### src/rtl/crhp_pkg.sv
// ----------------------------------------------------------------------------
// crhp_pkg
// shared types, character codes and helpers for the content-range parser
// ----------------------------------------------------------------------------
`default_nettype none

package crhp_pkg;

  localparam int NUM_W    = 64;
  localparam int UNIT_LEN = 5;

  typedef logic [NUM_W-1:0] num_t;

  typedef enum logic [3:0] {
    PH_LEAD        = 4'd0,
    PH_UNIT        = 4'd1,
    PH_PRE_START   = 4'd2,
    PH_START       = 4'd3,
    PH_AFTER_START = 4'd4,
    PH_PRE_END     = 4'd5,
    PH_END         = 4'd6,
    PH_AFTER_END   = 4'd7,
    PH_PRE_TOTAL   = 4'd8,
    PH_TOTAL       = 4'd9,
    PH_TRAIL       = 4'd10
  } phase_t;

  typedef enum logic [1:0] {
    ST_OK          = 2'd0,
    ST_UNSUPPORTED = 2'd1,
    ST_INVALID     = 2'd2,
    ST_OVERFLOW    = 2'd3
  } status_t;

  localparam logic [7:0] CH_SPACE = 8'h20;
  localparam logic [7:0] CH_TAB   = 8'h09;
  localparam logic [7:0] CH_DASH  = 8'h2d;
  localparam logic [7:0] CH_SLASH = 8'h2f;
  localparam logic [7:0] CH_STAR  = 8'h2a;
  localparam logic [7:0] CH_ZERO  = 8'h30;
  localparam logic [7:0] CH_NINE  = 8'h39;
  localparam logic [7:0] CH_LOWER = 8'h20;

  // lower-case letters of the unit word
  function automatic logic [7:0] unit_letter(input logic [2:0] idx);
    logic [7:0] ch;
    unique case (idx)
      3'd0:    ch = 8'h62;
      3'd1:    ch = 8'h79;
      3'd2:    ch = 8'h74;
      3'd3:    ch = 8'h65;
      3'd4:    ch = 8'h73;
      default: ch = 8'h00;
    endcase
    return ch;
  endfunction

  function automatic logic is_blank(input logic [7:0] ch);
    return (ch == CH_SPACE) || (ch == CH_TAB);
  endfunction

  function automatic logic is_digit(input logic [7:0] ch);
    return (ch >= CH_ZERO) && (ch <= CH_NINE);
  endfunction

endpackage

`default_nettype wire

### src/rtl/crhp_dec_acc.sv
// ----------------------------------------------------------------------------
// crhp_dec_acc
// decimal digit accumulate step with exact overflow detection
// ----------------------------------------------------------------------------
`default_nettype none

module crhp_dec_acc import crhp_pkg::*; (
  input  wire num_t       acc,
  input  wire logic [3:0] digit,
  output num_t            sum,
  output logic            ovf
);

  logic [NUM_W+3:0] wide;

  // acc * 10 + digit as (acc << 3) + (acc << 1) + digit
  assign wide = {1'b0, acc, 3'b000} + {3'b000, acc, 1'b0} + {{NUM_W{1'b0}}, digit};
  assign sum  = wide[NUM_W-1:0];
  assign ovf  = |wide[NUM_W+3:NUM_W];

endmodule

`default_nettype wire

### config.mk
export PLATFORM = sky130hd
export DESIGN_NAME = crhp_dec_acc
export DESIGN_NICKNAME = d
export VERILOG_FILES = /design/src/rtl/crhp_pkg.sv /design/src/rtl/crhp_dec_acc.sv
export SDC_FILE = /design/constraint.sdc
export NUM_CORES = 1
export LEC_CHECK = 0
export BUFFER_PORTS_ARGS = -buffer_cell sky130_fd_sc_hd__buf_2
export CORE_ASPECT_RATIO = 1.75
export CORE_MARGIN = 2
export CORE_UTILIZATION = 50
export DETAILED_ROUTE_END_ITERATION = 10
export PLACE_DENSITY = 0.82
export SLEW_MARGIN = 20
export SYNTH_ARGS = -nofsm -noshare
export SYNTH_HDL_FRONTEND = slang
export SYNTH_SLANG_ARGS = --single-unit
### constraint.sdc
create_clock -name vclk -period 6.35
set_clock_uncertainty 0.2 [all_clocks]
set_input_delay 1.27 -clock vclk [all_inputs]
set_output_delay 1.27 -clock vclk [all_outputs]
set_load 0.05 [all_outputs]
# Yosys cells after proc, flatten, opt, wreduce, memory -nomap -nowiden
# Index checks and enable logic that the tools add are counted.
classes:
  addsub: 2
  n_reduce_logical: 1
ops:
  columns: ["operator", "n"]
  rows:
  - ["adder 67 x 65 -> 68 bit", 1]
  - ["adder 68 x 4 -> 68 bit", 1]
  - ["OR reduction 4 bit", 1]
word_totals:
  register_bits: 0
  inputBits: 68
  out_inout_bits: 65
  word_cells: 3

# Depth between registers and ports, before layout
# Gate-level depths: netlist (run 1).
depth:
  depth_word: 3
  mapped_depth: 15
  depth_no_buf: 15

# Worst setup path before layout (run 1)
# No wires, ideal clock.
synth_timing:
  path_type: "input -> output"
  start: "input acc[0]"
  end: "output sum[62]"
  arrival_time_ns: 5.010
  required_ns: 4.880
  setup_slack_ns: -0.130
  path_stages: 13
  path_buffers: 0
  cell_sequence: "inv_1 -> fa_1 -> fa_1 -> nand2b_1 -> a21oi_2 -> o32ai_2 -> o31a_4 -> o31ai_4 -> a211oi_2 -> o31a_1 -> a31o_4 -> o21ai_0 -> xor2_1"
synth_between:
  elab_chain_len: 2
synth_lines:
  columns: ["element", "line_no", "source"]
  rows:
  - ["start, declared", "crhp_dec_acc.sv:8", "input wire num_t acc,"]
  - ["adder 67 x 65 -> 68 bit", "crhp_dec_acc.sv:17", "assign wide = {1'b0, acc, 3'b000} + {3'b000, acc, 1'b0} + {{NUM_W{1'b0}}, digit};"]
  - ["adder 68 x 4 -> 68 bit", "crhp_dec_acc.sv:17", null]
  - ["end, declared", "crhp_dec_acc.sv:10", "output num_t sum,"]
# No other way between the ends.

# Worst setup path in the final report (run 1)
layout_timing:
  start: "input acc[2]"
  end: "output ovf"
layout_between:
  elab_chain_len: 3
layout_lines:
  columns: ["element", "line_no", "source"]
  rows:
  - ["adder 67 x 65 -> 68 bit", "crhp_dec_acc.sv:17", null]
  - ["adder 68 x 4 -> 68 bit", "crhp_dec_acc.sv:17", null]
  - ["OR reduction 4 bit", "crhp_dec_acc.sv:19", "assign ovf = |wide[NUM_W+3:NUM_W];"]
  - ["end, declared", "crhp_dec_acc.sv:11", "output logic ovf"]
# No other way between the ends.

==> results of run 1 <==
-- stage by stage --
step	hold WS, ns	instances	util [%]	setup TNS (ns)
finish	2.34	796	64.0	0
global route	2.34	796	64.0	-0.257
CTS	2.34	794	63.2	0
detailed placement	2.34	792	62.7	-0.568
global placement	2.34	792	62.7	-0.310
floorplan	2.51	558	-	0
-- Yosys cell counts (14+ instances only) --
cell	n	area, um2
a21o_1	34	255
a21oi_1	68	340
clkbuf_1	14	52.6
ha_1	127	1590
inv_1	28	105
nand2_1	46	173
nand4_1	18	113
nor2_1	32	120
o21ai_0	30	150
o21bai_1	14	105
xnor2_1	40	350
xor2_1	20	175
-- worst paths after layout --
kind                  startpoint      to  slack [ns]
worst max-delay path      acc[2]     ovf        0.05
worst min-delay path    digit[0]  sum[0]        2.34
-- layout make-up --
cell class,instances,share of cell area (%)
inverter,28,1.99
multi-input combinational,513,78.3
timing repair buffer,163,17.5
tap,92,2.18
-- timing repair --
action | CTS | global route
pin swaps | 6 | 7
resized for setup | 6 | 20
setup endpoints to repair | 5 | 8
buffers inserted | 2 | 2
-- routing by layer --
| layer | wire length, um | up-vias |
|---|---|---|
| li1 | - | 2387 |
| met1 | 4420 | 2191 |
| met2 | 6680 | 139 |
| met3 | 556 | 32 |
| met4 | 329 | 0 |
| met5 | 0 | - |
-- logic make-up after synthesis --
logic type,count (synthesis),synth area share (%)
AND/OR/NAND/NOR,124,13.6
buffers and inverters,45,4.10
adder cells (fa/ha/maj),129,38.4
multiplexers,1,0.236
XOR/XNOR,60,12.4
AO/OA/AOI/OAI,199,31.2
-- power groups by stage --
stage          Clock, mW  Sequential (mW)  Combinational, mW
2_1_floorplan          0                0              0.859
3_3_place_gp           0                0               1.11
3_5_place_dp           0                0               1.12
4_1_cts                0                0               1.13
5_1_grt                0                0               1.23
6_report               0                0               1.15
==> metrics.md, run 1 <==
| Metric | Value |
|---|---|
| Pre-CTS setup slack | `-0.271 ns` |
| FF/Latch Area | `0 um2` |
| Crit path buf inv count | `3` |
| Placer Congestion | `0.943` |
| Share of cells above drive strength 1 | `26.8%` |
| Die area | `9260 um2` |
| Net switching power | `0.795 mW` |
| Most used cell, CP | `o31ai_4` |
| HP Class | `input pin to primary output` |
| Net Sw Frac | `69.3%` |
| DP HPWL | `10600 um` |
| Headroom to the max-slew limit | `67.7%` |
| Clk pwr share | `0%` |
| Syn Area/Cell | `7.59 um2` |
| Highest clock rate | `159 MHz` |
| Layout Area Growth over Synthesis | `24.7%` |
| Max-Cap Viols | `0` |
| Actual slew at the worst max-slew pin | `0.481 ns` |
| CP max FO | `3` |
| Final Hold Viols | `0` |
| Fin crit share | `99.2%` |
| Most frequent cells in the layout | `ha_1, buf_2, a21oi_1` |
| Reg power frac | `0%` |
| Largest net degree at the start of global routing | `10` |
| Vias/cell | `5.97` |
| Num ports | `133` |
| WS Path Type | `input pin to primary output` |
| IO Port Bufs | `131` |
| Worst-path cell chain | `buf_2 -> inv_1 -> fa_1 -> fa_2 -> nand2b_4 -> a21oi_4 -> o32ai_2 -> o31a_4 -> o31ai_4 -> a211oi_2 -> o31a_1 -> a31o_4 -> o31ai_4 -> mux2i_1 -> or4_4 -> buf_6` |
| Slowest stage delay, CP | `0.50 ns` |
| Ant diodes | `0` |
| Residual DRC | `0` |
| Sequential-to-total area share from yosys stat | `0%` |
| Comb power frac | `100.0%` |
| First-pass GRT wire length | `20100 um` |
| Endpoint type of the worst setup path | `primary output` |
| Slowest stage cell, crit path | `fa_1` |
| Post-Syn Nets | `755` |
| Post-layout min period | `6.30 ns` |
| # clk buffers | `0` |
| Cell Int Power | `0.352 mW` |
| Area of the multi-input gates | `4140 um2` |
| CP top delay family | `compound AO/OA/AOI/OAI gates` |
| Initial drt markers | `157` |
| Post-DP Area | `5180 um2` |
| Cell area after synthesis | `4240 um2` |
| Routed len/inst | `15.1 um` |
| Final setup margin | `0.0534 ns` |
| GRT Overall Usage | `25.4%` |
| Netlist cell types | `50` |
| RSZ-0062 raised after global routing | `yes` |
| Design area | `5290 um2` |
| Count of flip-flops and latches | `0` |
| CP Data Arrival Time | `4.83 ns` |
| GR met1 Demand/Resource | `26.2%` |
| Fillers | `759` |
| Hold buffers post-CTS | `0` |
| Status | `completed` |
| Final Net Count | `903` |
| Critical path startpoint category | `input pin` |
| Synthesized netlist cell count | `558` |
| Levels on crit path | `16` |
| PD cells | `217 nW/um2` |
| Global route overflow | `0` |
| Length of the first detailed-routing pass in iterations | `4` |
| Grt met2 use | `51.5%` |
| Die Width | `73.6 um` |
| Grt met3 use | `2.16%` |
| Via count | `4749` |
| Pleak | `2.86 nW` |
| Required time worst endpoint | `4.88 ns` |
| Final setup fails | `0` |
| Die Y | `126 um` |
| Post-route ant nets | `0` |
| Ys Warns | `0` |
| Hold path cells | `0` |
| Total wire length | `12000 um` |
| PnR Total Power | `1.15 mW` |
| Slew Viols, Final | `0` |
| Cell Rows | `44` |
| Core Region | `8260 um2` |
| Initial Util | `51.3%` |
| Number of global-route vias before repair | `4864` |
| Initial antenna violation count | `0` |
| VDD IR-drop max | `0.205 mV` |
| Most common library cell in the layout ignoring fill and taps | `ha_1` |
| GR peak layer | `met2` |
Note: power is estimated with default switching activity, not from simulation.
==> run 2, diff against run 1 <==
- CORE_UTILIZATION: 50 -> 55
- PLACE_DENSITY: 0.82 -> 0.85
- clock period: 6.35 -> 5.8 ns (I/O delays scaled with it)
==> run 2 against run 1 <==
  * The run now ends with negative setup slack left
  * Setup slack got worse by 0.46 ns
  * First-iteration DRC count rose to 2.5 times the previous value
  * Critical path depth increased by 1
  * Largest power group unchanged
  * Highest routed layer unchanged
  * Via count up 14%
==> metrics.md, run 2 (same netlist as run 1, synthesis figures left out) <==
| Metric | Value |
|---|---|
| # clk buffers | `0 (unchanged)` |
| Status | `finished with violations (was completed)` |
| Net switching power | `0.952 mW (was 0.795 mW)` |
| Headroom to the max-slew limit | `73.9% (was 67.7%)` |
| Post-Layout Cell Count | `853 (was 796)` |
| Fin crit share | `107%` |
| Max-Cap Viols | `0 (unchanged)` |
| Die area | `8450 um2 (was 9260 um2)` |
| Worst-path cell chain | `buf_2 -> ha_4 -> ha_4 -> inv_2 -> fa_2 -> nand2b_4 -> a21oi_4 -> o32ai_4 -> o31a_4 -> o31ai_4 -> a211oi_2 -> o31a_1 -> a31o_4 -> o31ai_4 -> mux2i_1 -> or4_4 -> buf_8 (was buf_2 -> inv_1 -> fa_1 -> fa_2 -> nand2b_4 -> a21oi_4 -> o32ai_2 -> o31a_4 -> o31ai_4 -> a211oi_2 -> o31a_1 -> a31o_4 -> o31ai_4 -> mux2i_1 -> or4_4 -> buf_6)` |
| Layout Area Growth over Synthesis | `43.5% (was 24.7%)` |
| HP Class | `input pin to primary output (unchanged)` |
| Reg power frac | `0% (about the same)` |
| FF/Latch Area | `0 um2 (unchanged)` |
| Placed cells | `839 (was 792)` |
| Comb power frac | `100.0% (about the same)` |
| Critical path startpoint category | `input pin (unchanged)` |
| Net Sw Frac | `65.7% (was 69.3%)` |
| Ant diodes | `0 (unchanged)` |
| GRT Overall Usage | `32.5% (was 25.4%)` |
| Share of cells above drive strength 1 | `37.4% (was 26.8%)` |
| Die Width | `70.4 um (was 73.6 um)` |
| Post-route ant nets | `0 (unchanged)` |
| CP max FO | `3 (unchanged)` |
| Placer Congestion | `0.917 (was 0.943)` |
| Slowest stage delay, CP | `0.43 ns (was 0.50 ns)` |
| Cell Rows | `42 (was 44)` |
| IO Port Bufs | `131 (unchanged)` |
| Post-layout min period | `6.20 ns` |
| Num ports | `133 (unchanged)` |
| CP top delay family | `compound AO/OA/AOI/OAI gates (unchanged)` |
| Fillers | `498 (was 759)` |
| CP Data Arrival Time | `4.84 ns (was 4.83 ns)` |
| Routed len/inst | `18.1 um (was 15.1 um)` |
| Die Y | `120 um (was 126 um)` |
| Violated checks | `negative setup slack` |
| Total wire length | `15500 um (was 12000 um)` |
| First-pass GRT wire length | `23300 um (was 20100 um)` |
| Most common library cell in the layout ignoring fill and taps | `ha_1 (unchanged)` |
| Count of flip-flops and latches | `0 (unchanged)` |
| Residual DRC | `0 (unchanged)` |
| Global route overflow | `0 (unchanged)` |
| Cell Int Power | `0.497 mW (was 0.352 mW)` |
| Clk pwr share | `0% (about the same)` |
| Largest net degree at the start of global routing | `10 (unchanged)` |
| Core Region | `7510 um2 (was 8260 um2)` |
| Slowest stage cell, crit path | `or4_4 (was fa_1)` |
| Highest clock rate | `161 MHz` |
| Required time worst endpoint | `4.44 ns (was 4.88 ns)` |
| Initial Util | `56.4% (was 51.3%)` |
| Final setup fails | `10 (was 0)` |
| Actual slew at the worst max-slew pin | `0.392 ns (was 0.481 ns)` |
| Hold buffers post-CTS | `0 (unchanged)` |
| Final Hold Viols | `0 (unchanged)` |
| WS Path Type | `input pin to primary output (unchanged)` |
| VDD IR-drop max | `0.214 mV (was 0.205 mV)` |
| Initial antenna violation count | `0 (unchanged)` |
| PD cells | `238 nW/um2 (was 217 nW/um2)` |
| DP HPWL | `11700 um (was 10600 um)` |
| Vias/cell | `6.36 (was 5.97)` |
| Most frequent cells in the layout | `ha_1, buf_2, buf_4 (was ha_1, buf_2, a21oi_1)` |
| Slew Viols, Final | `0 (unchanged)` |
| Crit path buf inv count | `3 (unchanged)` |
| Final setup margin | `-0.403 ns (was 0.0534 ns)` |
| Number of global-route vias before repair | `5482 (was 4864)` |
| Length of the first detailed-routing pass in iterations | `6 (was 4)` |
| RSZ-0062 raised after global routing | `yes (unchanged)` |
| Pleak | `3.24 nW (was 2.86 nW)` |
| Final Net Count | `964 (was 903)` |
| Endpoint type of the worst setup path | `primary output (unchanged)` |
| Via count | `5428 (was 4749)` |
| Initial drt markers | `393 (was 157)` |
| PnR Total Power | `1.45 mW (was 1.15 mW)` |
## run 2: cell types whose count changed in the layout (fill, tap and decap cells not counted), moves of 5 or more
cell     previous run  this run
buf_2             124       111
buf_4              34        95
buf_6               3        12
o21ai_0            27        22
o21ai_2             1         7
xnor2_1            39        33
xnor2_2             1         7
## run 2: through the flow
step	util [%]	setup WS [ns]	cell area [um2]	setup TNS, ns	hold slack [ns]
2_1_floorplan	-	-0.151	4350	-0.321	2.29
3_3_place_gp	75.1	-0.394	5640	-1.63	2.12
3_5_place_dp	75.1	-0.460	5640	-2.35	2.12
4_1_cts	78.5	-0.363	5900	-0.761	2.12
5_1_grt	80.9	-0.458	6080	-2.25	2.12
6_report	80.9	-0.403	6080	-1.11	2.12
## run 2: final cells by class
type | instances | area [um2] | area share (%)
multi-input combinational | 513 | 4380 | 72.1
timing repair buffer | 224 | 1470 | 24.2
inverter | 28 | 118 | 1.93
tap | 88 | 110 | 1.81
## run 2: final timing paths
kind	startpoint	end	slack (ns)	depth (start not counted)
max	acc[1]	ovf	-0.40	17
min	digit[0]	sum[0]	2.12	0
## run 2: routing by layer
metal | vias up | track usage [%] | part of all wire (%)
met4 | 0 | 14.2 | 6.6
li1 | 2509 | - | -
met1 | 2529 | 30.9 | 32
met2 | 287 | 66.3 | 55
met3 | 103 | 3.69 | 5.8
met5 | - | 0 | 0
## run 2: timing repair
action | CTS | global route
gates resized for setup | 46 | 41
pin swaps | 24 | 26
buffers inserted | 13 | 8
endpoints found under the setup margin | 13 | 20
## run 2: power groups by stage
stage | sequential [mW] | clock [mW] | combinational, mW
2_1_floorplan | 0 | 0 | 0.959
6_report | 0 | 0 | 1.45
3_5_place_dp | 0 | 0 | 1.31
3_3_place_gp | 0 | 0 | 1.29
4_1_cts | 0 | 0 | 1.38
5_1_grt | 0 | 0 | 1.52
==> run 3, diff against run 2 <==
- CORE_ASPECT_RATIO: 1.75 -> 2
==> run 3 against run 2 <==
  * The run still ends with negative setup slack left
  * Critical path type unchanged
  * Flip-flop and latch count is the same
  * Global-route usage rose by 7.6 points
  * Wire length increased by 24%
  * Core utilization grew 2.6 points
  * Cell count increased by 1.4%
  * Count of clock-buffer cells in the layout stayed put
  * Setup slack got worse by 0.071 ns
  * Cell area increased by 3.6%
  * Non-clock buffer count up 5
  * Via count grew 7.5%
  * Total power increased by 6.7%
==> metrics.md, run 3 (same netlist as run 1, synthesis figures left out) <==
| Metric | Value |
|---|---|
| Residual DRC | `0 (unchanged)` |
| CP top delay family | `compound AO/OA/AOI/OAI gates (unchanged)` |
| Placer Congestion | `0.936 (was 0.917)` |
| Post-route ant nets | `0 (unchanged)` |
| Core Region | `7540 um2 (was 7510 um2)` |
| Total wire length | `19100 um (was 15500 um)` |
| Pre-CTS setup slack | `-0.504 ns (was -0.460 ns)` |
| Endpoint type of the worst setup path | `primary output (unchanged)` |
| Number of global-route vias before repair | `5846 (was 5482)` |
| Fin crit share | `108% (was 107%)` |
| Initial antenna violation count | `0 (unchanged)` |
| Design area | `6300 um2 (was 6080 um2)` |
| Hold buffers post-CTS | `0 (unchanged)` |
| HP Class | `input pin to primary output (unchanged)` |
| DP HPWL | `11700 um (about the same)` |
| Crit path buf inv count | `5 (was 3)` |
| Met3 Wirelength | `1510 um (was 903 um)` |
| VDD IR-drop max | `0.211 mV (was 0.214 mV)` |
| Cell Rows | `45 (was 42)` |
| Post-layout min period | `6.27 ns (was 6.20 ns)` |
| Actual slew at the worst max-slew pin | `0.730 ns (was 0.392 ns)` |
| Required time worst endpoint | `4.44 ns (about the same)` |
| Top Metal Used | `met4 (unchanged)` |
| Slew Viols, Final | `0 (unchanged)` |
| Max-Cap Viols | `0 (unchanged)` |
| Placed cells | `834 (was 839)` |
| Die Y | `128 um (was 120 um)` |
| Most frequent cells in the layout | `ha_1, buf_2, buf_4 (unchanged)` |
| Violated checks | `negative setup slack (unchanged)` |
| Length of the first detailed-routing pass in iterations | `5 (was 6)` |
| WS Path Type | `input pin to primary output (unchanged)` |
| Routed len/inst | `22.1 um (was 18.1 um)` |
| Post-Layout Cell Count | `865 (was 853)` |
| Initial drt markers | `599 (was 393)` |
| Num ports | `133 (unchanged)` |
| GRT Overall Usage | `40.0% (was 32.5%)` |
| Die Width | `66.1 um (was 70.4 um)` |
| Headroom to the max-slew limit | `51.3% (was 73.9%)` |
| Count of flip-flops and latches | `0 (unchanged)` |
| IO Port Bufs | `131 (unchanged)` |
| Final Net Count | `969 (was 964)` |
| First-pass GRT wire length | `27100 um (was 23300 um)` |
| Worst-path cell chain | `buf_8 -> inv_4 -> fa_2 -> fa_2 -> nand2b_4 -> a21oi_4 -> o32ai_4 -> o31a_4 -> o31ai_4 -> buf_6 -> buf_6 -> a21oi_4 -> o21ai_2 -> a21o_1 -> a41oi_2 -> xnor2_1 -> or4_4 -> buf_8 (was buf_2 -> ha_4 -> ha_4 -> inv_2 -> fa_2 -> nand2b_4 -> a21oi_4 -> o32ai_4 -> o31a_4 -> o31ai_4 -> a211oi_2 -> o31a_1 -> a31o_4 -> o31ai_4 -> mux2i_1 -> or4_4 -> buf_8)` |
| Die area | `8470 um2 (was 8450 um2)` |
| Status | `finished with violations (unchanged)` |
| Share of cells above drive strength 1 | `39.1% (was 37.4%)` |
| CP Data Arrival Time | `4.91 ns (was 4.84 ns)` |
| Slowest stage cell, crit path | `fa_2 (was or4_4)` |
| Vias/cell | `6.75 (was 6.36)` |
| RSZ-0062 raised after global routing | `yes (unchanged)` |
| Worst hold margin | `2.12 ns (about the same)` |
| Initial Util | `56.2% (was 56.4%)` |
| CP max FO | `2 (was 3)` |
| Met1 Wirelength | `5720 um (was 5010 um)` |
| Final setup margin | `-0.473 ns (was -0.403 ns)` |
| Layout Area Growth over Synthesis | `48.7% (was 43.5%)` |
| Largest net degree at the start of global routing | `10 (unchanged)` |
| Met2 routed WL | `9840 um (was 8520 um)` |
| Final setup fails | `19 (was 10)` |
| Global route overflow | `0 (unchanged)` |
| Pleak | `3.32 nW (was 3.24 nW)` |
| Post-DP Area | `5570 um2 (was 5640 um2)` |
| # clk buffers | `0 (unchanged)` |
| Most common library cell in the layout ignoring fill and taps | `ha_1 (unchanged)` |
| Via count | `5837 (was 5428)` |
| Slowest stage delay, CP | `0.52 ns (was 0.43 ns)` |
| Highest clock rate | `159 MHz (was 161 MHz)` |
| Critical path startpoint category | `input pin (unchanged)` |
| FF/Latch Area | `0 um2 (unchanged)` |
| Final Hold Viols | `0 (unchanged)` |
| PD cells | `245 nW/um2 (was 238 nW/um2)` |
## run 3: changes by cell type in the layout (fill, tap and decap cells not counted), sizes merged
cell,delta
buf,+4
clkbuf,+1
diode,+1
## run 3: stage by stage
stage	setup TNS (ns)	power [mW]	utilization (%)
after detailed placement	-2.57	1.31	73.8
after global routing	-5.45	1.61	83.5
final	-2.82	1.55	83.5
after floorplan	-0.321	0.959	-
after CTS	-1.50	1.42	80.9
after global placement	-1.58	1.28	73.8
## run 3: timing repair
| item | CTS | global route |
|---|---|---|
| setup endpoints to repair | 13 | 29 |
| pin swaps | 37 | 29 |
| gates resized for setup | 74 | 53 |
| setup buffers | 30 | 11 |
## run 3: cell type report
type / instances / area [um2]
well taps: 94 / 118
inverters: 28 / 120
diodes: 1 / 2.50
fillers: 428 / 1240
multi-input cells: 513 / 4490
repair buffers: 229 / 1570
## run 3: layer usage
layer | vias up | track usage, %
li1 | 2525 | -
met1 | 2643 | 36.3
met2 | 470 | 75.9
met3 | 199 | 9.31
met4 | 0 | 25.2
met5 | - | 0
## run 3: final timing paths
check,startpoint,end,depth (start not counted)
setup / recovery,acc[2],ovf,18
hold / removal,digit[0],sum[0],0
## run 3: report_power, final
group | leakage (nW) | switching (mW) | internal [mW]
Clock | 0.00000634 | 0 | 0.0000000231
Combinational | 3.32 | 1.02 | 0.529
Sequential | 0 | 0 | 0
